File: config.mk
export PLATFORM = sky130hd
export DESIGN_NAME = utf16_to_utf8_transcoder_core_flat
export DESIGN_NICKNAME = d
export VERILOG_FILES = /design/src/rtl/utx_pkg.sv /design/src/rtl/utx_unit_if.sv /design/src/rtl/utx_byte_if.sv /design/src/rtl/utx_encode.sv /design/src/rtl/utf16_to_utf8_transcoder_core.sv /design/src/flat_wrapper.sv
export VERILOG_INCLUDE_DIRS = /design/src /design/src/rtl
export SDC_FILE = /design/constraint.sdc
export NUM_CORES = 1
export LEC_CHECK = 0
export BUFFER_PORTS_ARGS = -buffer_cell sky130_fd_sc_hd__buf_2
export CORE_MARGIN = 1
export CORE_UTILIZATION = 64
export DETAILED_ROUTE_END_ITERATION = 8
export PLACE_DENSITY = 0.84
export SETUP_SLACK_MARGIN = 0.05
export SYNTH_ARGS = -nofsm -noshare
export SYNTH_HDL_FRONTEND = slang
export SYNTH_SLANG_ARGS = --single-unit
File: constraint.sdc
create_clock -name clk -period 9.4 [get_ports clk]
set_input_delay 0.94 -clock clk [delete_from_list [all_inputs] [get_ports clk]]
set_output_delay 0.94 -clock clk [all_outputs]
set_load 0.01 [all_outputs]
File: src/rtl/utf16_to_utf8_transcoder_core_macros.svh
// Assertion macros shared by the transcoder RTL.
// Each property is sampled on the rising edge of clk and disabled while rst_n is low.
`ifndef UTF16_TO_UTF8_TRANSCODER_CORE_MACROS_SVH
`define UTF16_TO_UTF8_TRANSCODER_CORE_MACROS_SVH

`ifndef SYNTH

`define UTX_ASSERT_SAME(label, ante, cons) \
    label: assert property (@(posedge clk) disable iff (!rst_n) (ante) |-> (cons)) \
        else $error("transcoder check failed in the same cycle");

`define UTX_ASSERT_NEXT(label, ante, cons) \
    label: assert property (@(posedge clk) disable iff (!rst_n) (ante) |=> (cons)) \
        else $error("transcoder check failed in the following cycle");

`else

`define UTX_ASSERT_SAME(label, ante, cons)

`define UTX_ASSERT_NEXT(label, ante, cons)

`endif

`endif

File: src/rtl/utx_pkg.sv
`default_nettype none

package utx_pkg;

    localparam int UNIT_W  = 16;
    localparam int BYTE_W  = 8;
    localparam int CP_W    = 21;
    localparam int MAX_BYTES = 4;
    localparam int COUNT_W = 3;
    localparam int IDX_W   = 2;

    // Upper six bits of a code unit that mark the two surrogate halves.
    localparam logic [5:0] LEAD_PREFIX  = 6'b110110;
    localparam logic [5:0] TRAIL_PREFIX = 6'b110111;

    localparam logic [CP_W-1:0] SUPP_BASE = 21'h10000;
    localparam logic [CP_W-1:0] CP_SPACE  = 21'h00020;
    localparam logic [CP_W-1:0] CP_DELETE = 21'h0007F;
    localparam logic [CP_W-1:0] CP_TWO    = 21'h00080;
    localparam logic [CP_W-1:0] CP_THREE  = 21'h00800;

    localparam logic [BYTE_W-1:0] CONT_MARK  = 8'h80;
    localparam logic [BYTE_W-1:0] LEAD2_MARK = 8'hC0;
    localparam logic [BYTE_W-1:0] LEAD3_MARK = 8'hE0;
    localparam logic [BYTE_W-1:0] LEAD4_MARK = 8'hF0;

    typedef logic [UNIT_W-1:0] unit_t;

    // Encoded bytes of one code point, first byte in slot 0.
    typedef struct packed {
        logic [MAX_BYTES-1:0][BYTE_W-1:0] bytes;
        logic [COUNT_W-1:0]               count;
    } group_t;

    function automatic logic is_lead(input unit_t unit);
        return unit[15:10] == LEAD_PREFIX;
    endfunction

    function automatic logic is_trail(input unit_t unit);
        return unit[15:10] == TRAIL_PREFIX;
    endfunction

endpackage

`default_nettype wire

File: src/rtl/utx_unit_if.sv
`default_nettype none

interface utx_unit_if;
    logic                   valid;
    logic                   ready;
    logic [15:0]            code_unit;

    modport source (output valid, output code_unit, input ready);
    modport sink   (input valid, input code_unit, output ready);
endinterface

`default_nettype wire

File: src/rtl/utx_byte_if.sv
`default_nettype none

interface utx_byte_if;
    logic       valid;
    logic       ready;
    logic [7:0] out_byte;
    logic       last_of_run;

    modport source (output valid, output out_byte, output last_of_run, input ready);
    modport sink   (input valid, input out_byte, input last_of_run, output ready);
endinterface

`default_nettype wire

File: src/rtl/utx_encode.sv
`default_nettype none

module utx_encode (
    input  wire utx_pkg::unit_t  unit,
    input  wire utx_pkg::unit_t  lead,
    output utx_pkg::group_t      group
);
    import utx_pkg::*;

    logic            unit_lead;
    logic            unit_trail;
    logic            suppress;
    logic [CP_W-1:0] cp;

    always_comb
    begin
        unit_lead  = is_lead(unit);
        unit_trail = is_trail(unit);

        // A held leading surrogate always lies in D800..DBFF, so its low ten bits
        // are the high half of the supplementary offset.
        if (unit_trail)
        begin
            cp = SUPP_BASE + {1'b0, lead[9:0], unit[9:0]};
        end
        else
        begin
            cp = {{(CP_W-UNIT_W){1'b0}}, unit};
        end

        suppress = unit_lead || (unit_trail && (lead == '0)) ||
                   (cp < CP_SPACE) || (cp == CP_DELETE);

        group.bytes = '0;
        group.count = '0;
        if (!suppress)
        begin
            if (cp < CP_TWO)
            begin
                group.bytes[0] = cp[7:0];
                group.count    = 3'd1;
            end
            else if (cp < CP_THREE)
            begin
                group.bytes[0] = LEAD2_MARK | {3'b000, cp[10:6]};
                group.bytes[1] = CONT_MARK | {2'b00, cp[5:0]};
                group.count    = 3'd2;
            end
            else if (cp < SUPP_BASE)
            begin
                group.bytes[0] = LEAD3_MARK | {4'b0000, cp[15:12]};
                group.bytes[1] = CONT_MARK | {2'b00, cp[11:6]};
                group.bytes[2] = CONT_MARK | {2'b00, cp[5:0]};
                group.count    = 3'd3;
            end
            else
            begin
                group.bytes[0] = LEAD4_MARK | {5'b00000, cp[20:18]};
                group.bytes[1] = CONT_MARK | {2'b00, cp[17:12]};
                group.bytes[2] = CONT_MARK | {2'b00, cp[11:6]};
                group.bytes[3] = CONT_MARK | {2'b00, cp[5:0]};
                group.count    = 3'd4;
            end
        end
    end

endmodule

`default_nettype wire

File: src/rtl/utf16_to_utf8_transcoder_core.sv
// UTF-16 to UTF-8 transcoder.
// unit_ch carries one 16-bit UTF-16 code unit per transaction; byte_ch returns the
// UTF-8 encoding one byte per transaction, with last_of_run set on the final byte
// of each code point. Surrogate pairs are joined, stray surrogates, C0 control
// code points (below 20h) and DEL (7Fh) give no bytes.
// Each code unit is registered in the input register, encoded, and its bytes are
// then loaded into the byte serializer, which offers them on byte_ch. A code point
// holds the serializer until its last byte is taken, so the sustained rate is set by
// the single byte-wide output; units that yield nothing leave the serializer empty.
// The input register takes one new unit while the serializer still sends the
// previous code point, so back-to-back units see no extra bubble.
// Reset clears the held leading surrogate and empties both stages.
// When the receiver holds ready low, the current byte is kept on byte_ch, the
// input register fills, and unit_ch.ready then stays low until the last byte of
// the code point in the serializer is taken.
`default_nettype none
`include "utf16_to_utf8_transcoder_core_macros.svh"

module utf16_to_utf8_transcoder_core (
    input  wire       clk,
    input  wire       rst_n,
    utx_unit_if.sink  unit_ch,
    utx_byte_if.source byte_ch
);
    import utx_pkg::*;

    logic               s1_valid_reg;
    logic               s1_valid_next;
    unit_t              s1_unit_reg;
    unit_t              s1_lead_reg;
    unit_t              held_reg;
    unit_t              held_next;

    logic               ser_valid_reg;
    logic               ser_valid_next;
    group_t             ser_group_reg;
    group_t             ser_group_next;
    logic [IDX_W-1:0]   idx_reg;
    logic [IDX_W-1:0]   idx_next;

    group_t             enc_group;
    logic               in_take;
    logic               out_take;
    logic               last_byte;
    logic               ser_free;
    logic               s1_fire;

    utx_encode u_encode (
        .unit  (s1_unit_reg),
        .lead  (s1_lead_reg),
        .group (enc_group)
    );

    assign last_byte = ({1'b0, idx_reg} == (ser_group_reg.count - 3'd1));
    assign out_take  = byte_ch.valid && byte_ch.ready;
    assign ser_free  = !ser_valid_reg || (out_take && last_byte);
    assign s1_fire   = s1_valid_reg && ser_free;
    assign in_take   = unit_ch.valid && unit_ch.ready;

    assign unit_ch.ready       = !s1_valid_reg || ser_free;
    assign byte_ch.valid       = ser_valid_reg;
    assign byte_ch.out_byte    = ser_group_reg.bytes[idx_reg];
    assign byte_ch.last_of_run = last_byte;

    always_comb
    begin
        held_next = held_reg;
        if (in_take)
        begin
            held_next = is_lead(unit_ch.code_unit) ? unit_ch.code_unit : '0;
        end

        s1_valid_next = s1_valid_reg;
        if (in_take)
        begin
            s1_valid_next = 1'b1;
        end
        else if (s1_fire)
        begin
            s1_valid_next = 1'b0;
        end

        ser_valid_next = ser_valid_reg;
        ser_group_next = ser_group_reg;
        idx_next       = idx_reg;
        if (s1_fire)
        begin
            // A code unit that encodes to nothing just leaves the serializer empty.
            ser_valid_next = (enc_group.count != '0);
            ser_group_next = enc_group;
            idx_next       = '0;
        end
        else if (out_take && last_byte)
        begin
            ser_valid_next = 1'b0;
        end
        else if (out_take)
        begin
            idx_next = idx_reg + 2'd1;
        end
    end

    always_ff @(posedge clk or negedge rst_n)
    begin
        if (!rst_n)
        begin
            held_reg      <= '0;
            s1_valid_reg  <= 1'b0;
            ser_valid_reg <= 1'b0;
            idx_reg       <= '0;
        end
        else
        begin
            held_reg      <= held_next;
            s1_valid_reg  <= s1_valid_next;
            ser_valid_reg <= ser_valid_next;
            idx_reg       <= idx_next;
        end
    end

    always_ff @(posedge clk)
    begin
        if (in_take)
        begin
            s1_unit_reg <= unit_ch.code_unit;
            s1_lead_reg <= held_reg;
        end
        ser_group_reg <= ser_group_next;
    end

    `UTX_ASSERT_SAME(a_count_range, ser_valid_reg,
        (ser_group_reg.count != 3'd0) && (ser_group_reg.count <= 3'd4))
    `UTX_ASSERT_SAME(a_idx_in_group, ser_valid_reg, ({1'b0, idx_reg} < ser_group_reg.count))
    `UTX_ASSERT_NEXT(a_last_empties, out_take && last_byte && !s1_valid_reg, !ser_valid_reg)
    `UTX_ASSERT_NEXT(a_lead_held, in_take && is_lead(unit_ch.code_unit), held_reg != '0)
    `UTX_ASSERT_NEXT(a_stall_blocks_input, s1_valid_reg && ser_valid_reg && !byte_ch.ready,
        s1_valid_reg)

endmodule

`default_nettype wire
File: src/flat_wrapper.sv
// flat-port wrapper written by rule: the top's interface ports become plain ports
module utf16_to_utf8_transcoder_core_flat import utx_pkg::*;
  (clk, rst_n, unit_ch_valid, unit_ch_code_unit, unit_ch_ready, byte_ch_valid, byte_ch_out_byte, byte_ch_last_of_run, byte_ch_ready);
  utx_unit_if unit_ch_i ();
  utx_byte_if byte_ch_i ();
  input  wire clk;
  input  wire rst_n;
  input wire logic [$bits(unit_ch_i.valid)-1:0] unit_ch_valid;
  input wire logic [$bits(unit_ch_i.code_unit)-1:0] unit_ch_code_unit;
  output wire logic [$bits(unit_ch_i.ready)-1:0] unit_ch_ready;
  output wire logic [$bits(byte_ch_i.valid)-1:0] byte_ch_valid;
  output wire logic [$bits(byte_ch_i.out_byte)-1:0] byte_ch_out_byte;
  output wire logic [$bits(byte_ch_i.last_of_run)-1:0] byte_ch_last_of_run;
  input wire logic [$bits(byte_ch_i.ready)-1:0] byte_ch_ready;
  assign unit_ch_i.valid = unit_ch_valid;
  assign unit_ch_i.code_unit = unit_ch_code_unit;
  assign unit_ch_ready = unit_ch_i.ready;
  assign byte_ch_valid = byte_ch_i.valid;
  assign byte_ch_out_byte = byte_ch_i.out_byte;
  assign byte_ch_last_of_run = byte_ch_i.last_of_run;
  assign byte_ch_i.ready = byte_ch_ready;
  utf16_to_utf8_transcoder_core u_core (.clk(clk), .rst_n(rst_n), .unit_ch(unit_ch_i), .byte_ch(byte_ch_i));
endmodule
# --- Yosys cells after proc, flatten, opt, wreduce, memory -nomap -nowiden ---
# Cells that the tools add are included.
classes:
  addsub: 3
  n_eq_ne: 6
  magnitude_cmp: 5
  reduce_logical: 21
  n_mux: 16
ops:
  columns: ["operator", "n"]
  rows:
  - ["two-way mux 25 bit", 1]
  - ["adder 17 x 20 -> 21 bit, first input constant", 1]
  - ["== test 21 x 7 -> 1 bit, second input constant", 1]
  - ["< comparator 21 x 12 -> 1 bit, second input constant", 1]
  - ["< comparator 21 x 17 -> 1 bit, second input constant", 1]
  - ["< comparator 21 x 6 -> 1 bit, second input constant", 1]
  - ["< comparator 21 x 8 -> 1 bit, second input constant", 1]
  - ["two-way mux 21 bit", 1]
  - ["two-way mux 19 bit", 1]
  - ["== test 6 bit, second input constant", 3]
  - ["binary-select mux 8 bit (select 2 bit)", 1]
  - ["logical NOT 16 bit", 1]
  - ["two-way mux 16 bit", 1]
  - ["two-way mux 8 bit", 2]
  - ["two-way mux 11 bit", 1]
  - ["two-way mux 2 bit", 3]
  - ["nonzero test 2 bit", 3]
  - ["logical AND 1 bit", 5]
  - ["logical OR 1 bit", 5]
  - ["two-way mux 1 bit", 4]
  - ["OR reduction 4 bit", 1]
  - ["== test 2 x 3 -> 1 bit", 1]
  - ["< comparator 2 x 3 -> 1 bit, second input constant", 1]
  - ["two-way mux 3 bit", 1]
  - ["other kinds (8)", 9]
word_totals:
  out_inout_bits: 11
  ff_bits: 87

# --- Logic depth before layout (Yosys ltp) ---
logic_depth:
  depth_word: 9
  ltp_mapped: 8
  depth_no_buf: 8

# --- Hierarchy ---
# Synthesis repeated with hierarchy kept, for this count alone.
unflattened:
  cells_unflattened: 323
  area_unflattened_um2: 4020.1
by_module_without_submodules:
  columns: ["module", "area_per_inst_um2", "instances", "cells_each"]
  rows:
  - ["utf16_to_utf8_transcoder_core", 3140.5, 1, 177]
  - ["utx_encode", 879.6, 1, 146]

# --- Worst setup path before layout ---
# No wires, ideal clock.
synth_timing:
  path_kind: "register to register"
  start: "register u_core.ser_group_reg[0] (netlist name)"
  end: "register u_core.ser_group_reg[0] (netlist name), enable pin"
  required_time_ns: 8.979
  synth_period_minus_slack_ns: 3.208
  stages_incl_launch_ff: 8
  arrival_ns: 2.787
  setup_ns: 0.421
  path_buffers: 0
  slack_ns: 6.192
  path_cell_list: "edfxtp_1 -> inv_1 -> ha_1 -> xnor2_1 -> or3_1 -> inv_1 -> a21boi_0 -> nor2_1"
synth_via:
  elab_chain_cells: 5
synth_rtl:
  columns: ["element", "line_no", "text"]
  rows:
  - ["from (decl)", "utf16_to_utf8_transcoder_core.sv:36", "group_t ser_group_reg;"]
  - ["from (signal assigned)", "utf16_to_utf8_transcoder_core.sv:128", "ser_group_reg <= ser_group_next;"]
  - ["subtractor 3 x 1 -> 3 bit", "utf16_to_utf8_transcoder_core.sv:54", "assign last_byte = ({1'b0, idx_reg} == (ser_group_reg.count - 3'd1));"]
  - ["== test 2 x 3 -> 1 bit", "utf16_to_utf8_transcoder_core.sv:54", null]
  - ["named net byte_ch_last_of_run", "flat_wrapper.sv:13", "output wire logic [$bits(byte_ch_i.last_of_run)-1:0] byte_ch_last_of_run;"]
  - ["logical AND 1 bit", "utf16_to_utf8_transcoder_core.sv:56", "assign ser_free = !ser_valid_reg || (out_take && last_byte);"]
  - ["logical OR 1 bit", "utf16_to_utf8_transcoder_core.sv:56", null]
  - ["logical AND 1 bit", "utf16_to_utf8_transcoder_core.sv:57", "assign s1_fire = s1_valid_reg && ser_free;"]
  - ["named net u_core.s1_fire", "utf16_to_utf8_transcoder_core.sv:46", "logic s1_fire;"]
# The timed path passes the listed nets, and every way through them passes these cells.
# A chain may end at the register's enable or synchronous reset.

# --- Worst setup path in the final report ---
layout_timing:
  start: "register u_core.idx_reg[0]"
  end: "output unit_ch_ready"
layout_via:
  elab_chain_cells: 4
layout_rtl:
  columns: ["element", "line_no", "text"]
  rows:
  - ["from (decl)", "utf16_to_utf8_transcoder_core.sv:38", "logic [IDX_W-1:0] idx_reg;"]
  - ["from (signal assigned)", "utf16_to_utf8_transcoder_core.sv:117", "idx_reg <= idx_next;"]
  - ["== test 2 x 3 -> 1 bit", "utf16_to_utf8_transcoder_core.sv:54", null]
  - ["logical AND 1 bit", "utf16_to_utf8_transcoder_core.sv:56", null]
  - ["logical OR 1 bit", "utf16_to_utf8_transcoder_core.sv:56", null]
  - ["logical OR 1 bit", "utf16_to_utf8_transcoder_core.sv:60", "assign unit_ch.ready = !s1_valid_reg || ser_free;"]
  - ["to (decl)", "flat_wrapper.sv:10", "output wire logic [$bits(unit_ch_i.ready)-1:0] unit_ch_ready;"]
# Every way passes these cells.

==> reports/metrics.csv <==
stage,metric,value,unit
outcome,status,finished clean,
timing,tns,0,ns
placed_design,place.gp.congestion,0.914,
drt,via_count,2619,
die,rows,28,
cts,cts_buffers,9,
final_layout,fin_cells,422,
worst_setup_path,max_stage_delay,0.76,ns
synthesis,synthTopCellsByArea,"edfxtp_1 (49%), dfrtp_1 (13%), mux4_2 (4.0%)",
timing,min_period,3.21,ns
drt,wl_met1,3.14,mm
final_layout,largest_reg_flops,32,
worst_setup_path,cp_max_fo,12,
final_layout,diodes,0,
pwr,p_leak,1.63,nW
drt,final_antenna_net_count,0,
drt,wl_met2,3.93,mm
placed_design,pre_cts_ws,6.07,ns
timing,hold_violations,0,
cts,cts_tree,built,
timing,grt_setup_unrepaired,false,
pwr,combPwrFrac,0.151,
global_route,grt_usage,0.259,
global_route,antenna_found_initial,0,
drt,wl_met3,432,µm
pwr,peakVddDrop,152,µV
cts,clock-root-buffer,clkbuf_8,
pwr,power_switching,0.235,mW
global_route,grt_pass1_vias,2522,
worst_setup_path,cp-end-kind,primary output,
final_layout,multiInputGateArea,1370,µm²
timing,slew_headroom,0.221,
timing,setup_viol,0,
pwr,power_density,203,nW/µm²
pwr,pwr-share-seq,0.534,
synthesis,syn_avg_cell_area,12.6,µm²
timing,timing.hold.ws,0.453,ns
global_route,grt_max_degree,33,
placed_design,dpl_cell_area,4120,µm²
cts,clk_pin_slew,0.09,ns
cts,holdBufCountCts,0,
final_layout,final_cell_mix,"edfxtp_1 (64), nand2_1 (39), buf_2 (30), dfrtp_1 (20), inv_1 (18)",
cts,post-cts-setup-buffers,0,
worst_setup_path,critPathRequiredTime,8.46,ns
die,initial_utilization,0.662,
worst_setup_path,worstPathArrival,2.27,ns
placed_design,post-place-cells,406,
synthesis,synth_cell_types,62,
synthesis,yosysWarnings,0,
synthesis,synth_compound_area_frac,0.141,
final_layout,seqCellArea,2420,µm²
die,die_x,80.3,µm
synthesis,synth_xor_area_frac,0.0112,
pwr,switching_share,0.265,
cts,htreeDepth,3,
worst_setup_path,worstPathCellList,"xnor2_1, or3_1, inv_1, a21boi_0, nand2_1, buf_2",
drt,top_layer,met4,
synthesis,syn_area,3920,µm²
min_path,hold_path.class,flip-flop to flip-flop,
cts,clock-sinks,84,
drt,first_iter_violations,214,
final_layout,utilization,0.734,
drt,viasPerCell,6.21,
die,ios,31,
pwr,power.internal,0.650,mW
worst_setup_path,cp_slowest_cell,dfrtp_1,
placed_design,dp_hpwl,5.37,mm
drt,drc,0,
synthesis,synthSimpleGateAreaFrac,0.132,
drt,wl_per_cell,18.2,µm
synthesis,async_reset_ff_frac,0.238,
timing,fmax,312,MHz
synthesis,yosys.area.top_type,edfxtp_1,
final_layout,fin_nets,365,
timing,fin_ws,6.19,ns
timing,fin_skew,0.0114,ns
global_route,grt.overflow.total,0,
placed_design,portBuffers,30,
final_layout,syn_to_final_growth,10.8,%
cts,clock_path_buffers,2,
drt,drt-total-wl,7.66,mm
drt,first_pass_iters,5,
final_layout,design_area,4350,µm²
pwr,fin_total_pwr,0.884,mW
cts,clk-insertion-delay-late,0.35,ns
die,fp.coreArea,5920,µm²
synthesis,seq_area_frac_synth,0.618,
final_layout,drive_gt1_frac,0.219,
synthesis,synth_seq_cells,84,
worst_setup_path,timing_worst_setup_path_type,flip-flop to primary output,
timing,timing.final.max_slew_violations,0,
synthesis,synth_top_family_by_area,compound AO/OA/AOI/OAI gates,
synthesis,yosys.area.top_type_share,0.490,
flow_run,max_cap_violations,0,
synthesis,synth_fa_ha_area_frac,0.00957,
die,dieHeight,80.3,µm
synthesis,syn-num-nets,333,
final_layout,mostFrequentLayoutCell,edfxtp_1,
synthesis,synthCells,310,
pwr,p_clk_frac,0.315,
cts,cts.repair.resized,0,
die,fp.dieArea,6440,µm²
timing,worstMarginPinSlew,1.17,ns
synthesis,muxShareOfSynthArea,0.0542,
synthesis,ys.flop_type,edfxtp_1,
synthesis,synth_edf_count,64,
final_layout,fill_cells,393,
global_route,grt_pass1_wl,12.0,mm
worst_setup_path,cp-start-kind,flip-flop,
timing,fin_crit_sh,0.341,
==> synth_stat cells (2+ instances only) <==
cell type,count
a22oi_1,2
xnor2_1,3
o21ai_0,14
a31oi_1,4
nand4_1,2
and2_1,10
nor2_1,11
ha_1,3
a21oi_1,17
a21o_1,2
nand3_1,5
o21ai_1,2
nor3b_1,2
edfxtp_1,64
a21oi_2,2
o21ai_2,3
a211oi_1,2
nor4_1,2
nand2_1,39
and4_1,2
mux2_2,4
nand4b_1,3
xor2_1,2
mux4_2,7
nor3_1,5
o211ai_1,7
o22ai_1,2
clkbuf_1,4
o31ai_1,3
buf_6,2
nand2b_1,6
a32oi_1,2
o21a_1,3
inv_1,18
buf_2,5
dfrtp_1,20
==> final timing paths <==
check                                                 from                                to  slack (ns)  cells after the start
max                          u_core.idx_reg[0]$_DFFE_PN0P_                     unit_ch_ready        6.19                      6
min                        u_core.held_reg[15]$_DFFE_PN0P_  u_core.s1_lead_reg[15]$_DFFE_PP_        0.45                      0
max reg2reg                  u_core.idx_reg[0]$_DFFE_PN0P_   u_core.s1_unit_reg[9]$_DFFE_PP_        6.21                      4
min reg2reg                u_core.held_reg[15]$_DFFE_PN0P_  u_core.s1_lead_reg[15]$_DFFE_PP_        0.45                      0
max in group asynchronous                            rst_n    u_core.held_reg[4]$_DFFE_PN0P_        8.54                      1
min in group asynchronous                            rst_n     u_core.idx_reg[0]$_DFFE_PN0P_        0.53                      1
==> logic make-up (layout without fill, tap and decap cells) <==
group                    count (synthesis)  count (layout)
multiplexers                            12              12
AO/OA/AOI/OAI                           79              79
buffers and inverters                   30              67
AND/OR/NAND/NOR                         97              97
adder cells (fa/ha/maj)                  3               3
XOR/XNOR                                 5               5
flip-flops                              84              84
==> critical path: cells and delay by family, from the launching register on <==
kind	cells	cell delay (ns)
buffers and inverters	2	0.25
DFF	1	0.76
and+or+nand+nor	2	0.56
AOI/OAI and AO/OA	1	0.16
xor gates and xnor gates	1	0.19
==> layout make-up <==
class / instances / share of cell area
Clock buffer: 9 / 0.0285
Clock inverter: 7 / 0.0227
Inverter: 18 / 0.0155
Multi-Input combinational cell: 196 / 0.314
Sequential cell: 84 / 0.557
Tap cell: 75 / 0.0216
Timing Repair Buffer: 33 / 0.0397
==> power groups by stage <==
| stage | registers (mW) | logic (mW) | clock network, mW |
|---|---|---|---|
| CTS | 0.473 | 0.134 | 0.280 |
| detailed placement | 0.482 | 0.134 | 0 |
| global placement | 0.478 | 0.129 | 0 |
| floorplan | 0.460 | 0.107 | 0 |
| global route | 0.477 | 0.148 | 0.292 |
| finish | 0.472 | 0.134 | 0.278 |
==> per-layer routing <==
| metal | up-vias | track usage |
|---|---|---|
| li1 | 1236 | - |
| met1 | 1269 | 0.327 |
| met2 | 94 | 0.431 |
| met3 | 20 | 0.0511 |
| met4 | 0 | 0.123 |
| met5 | - | 0 |
Note: power is estimated with default switching activity, not from simulation.
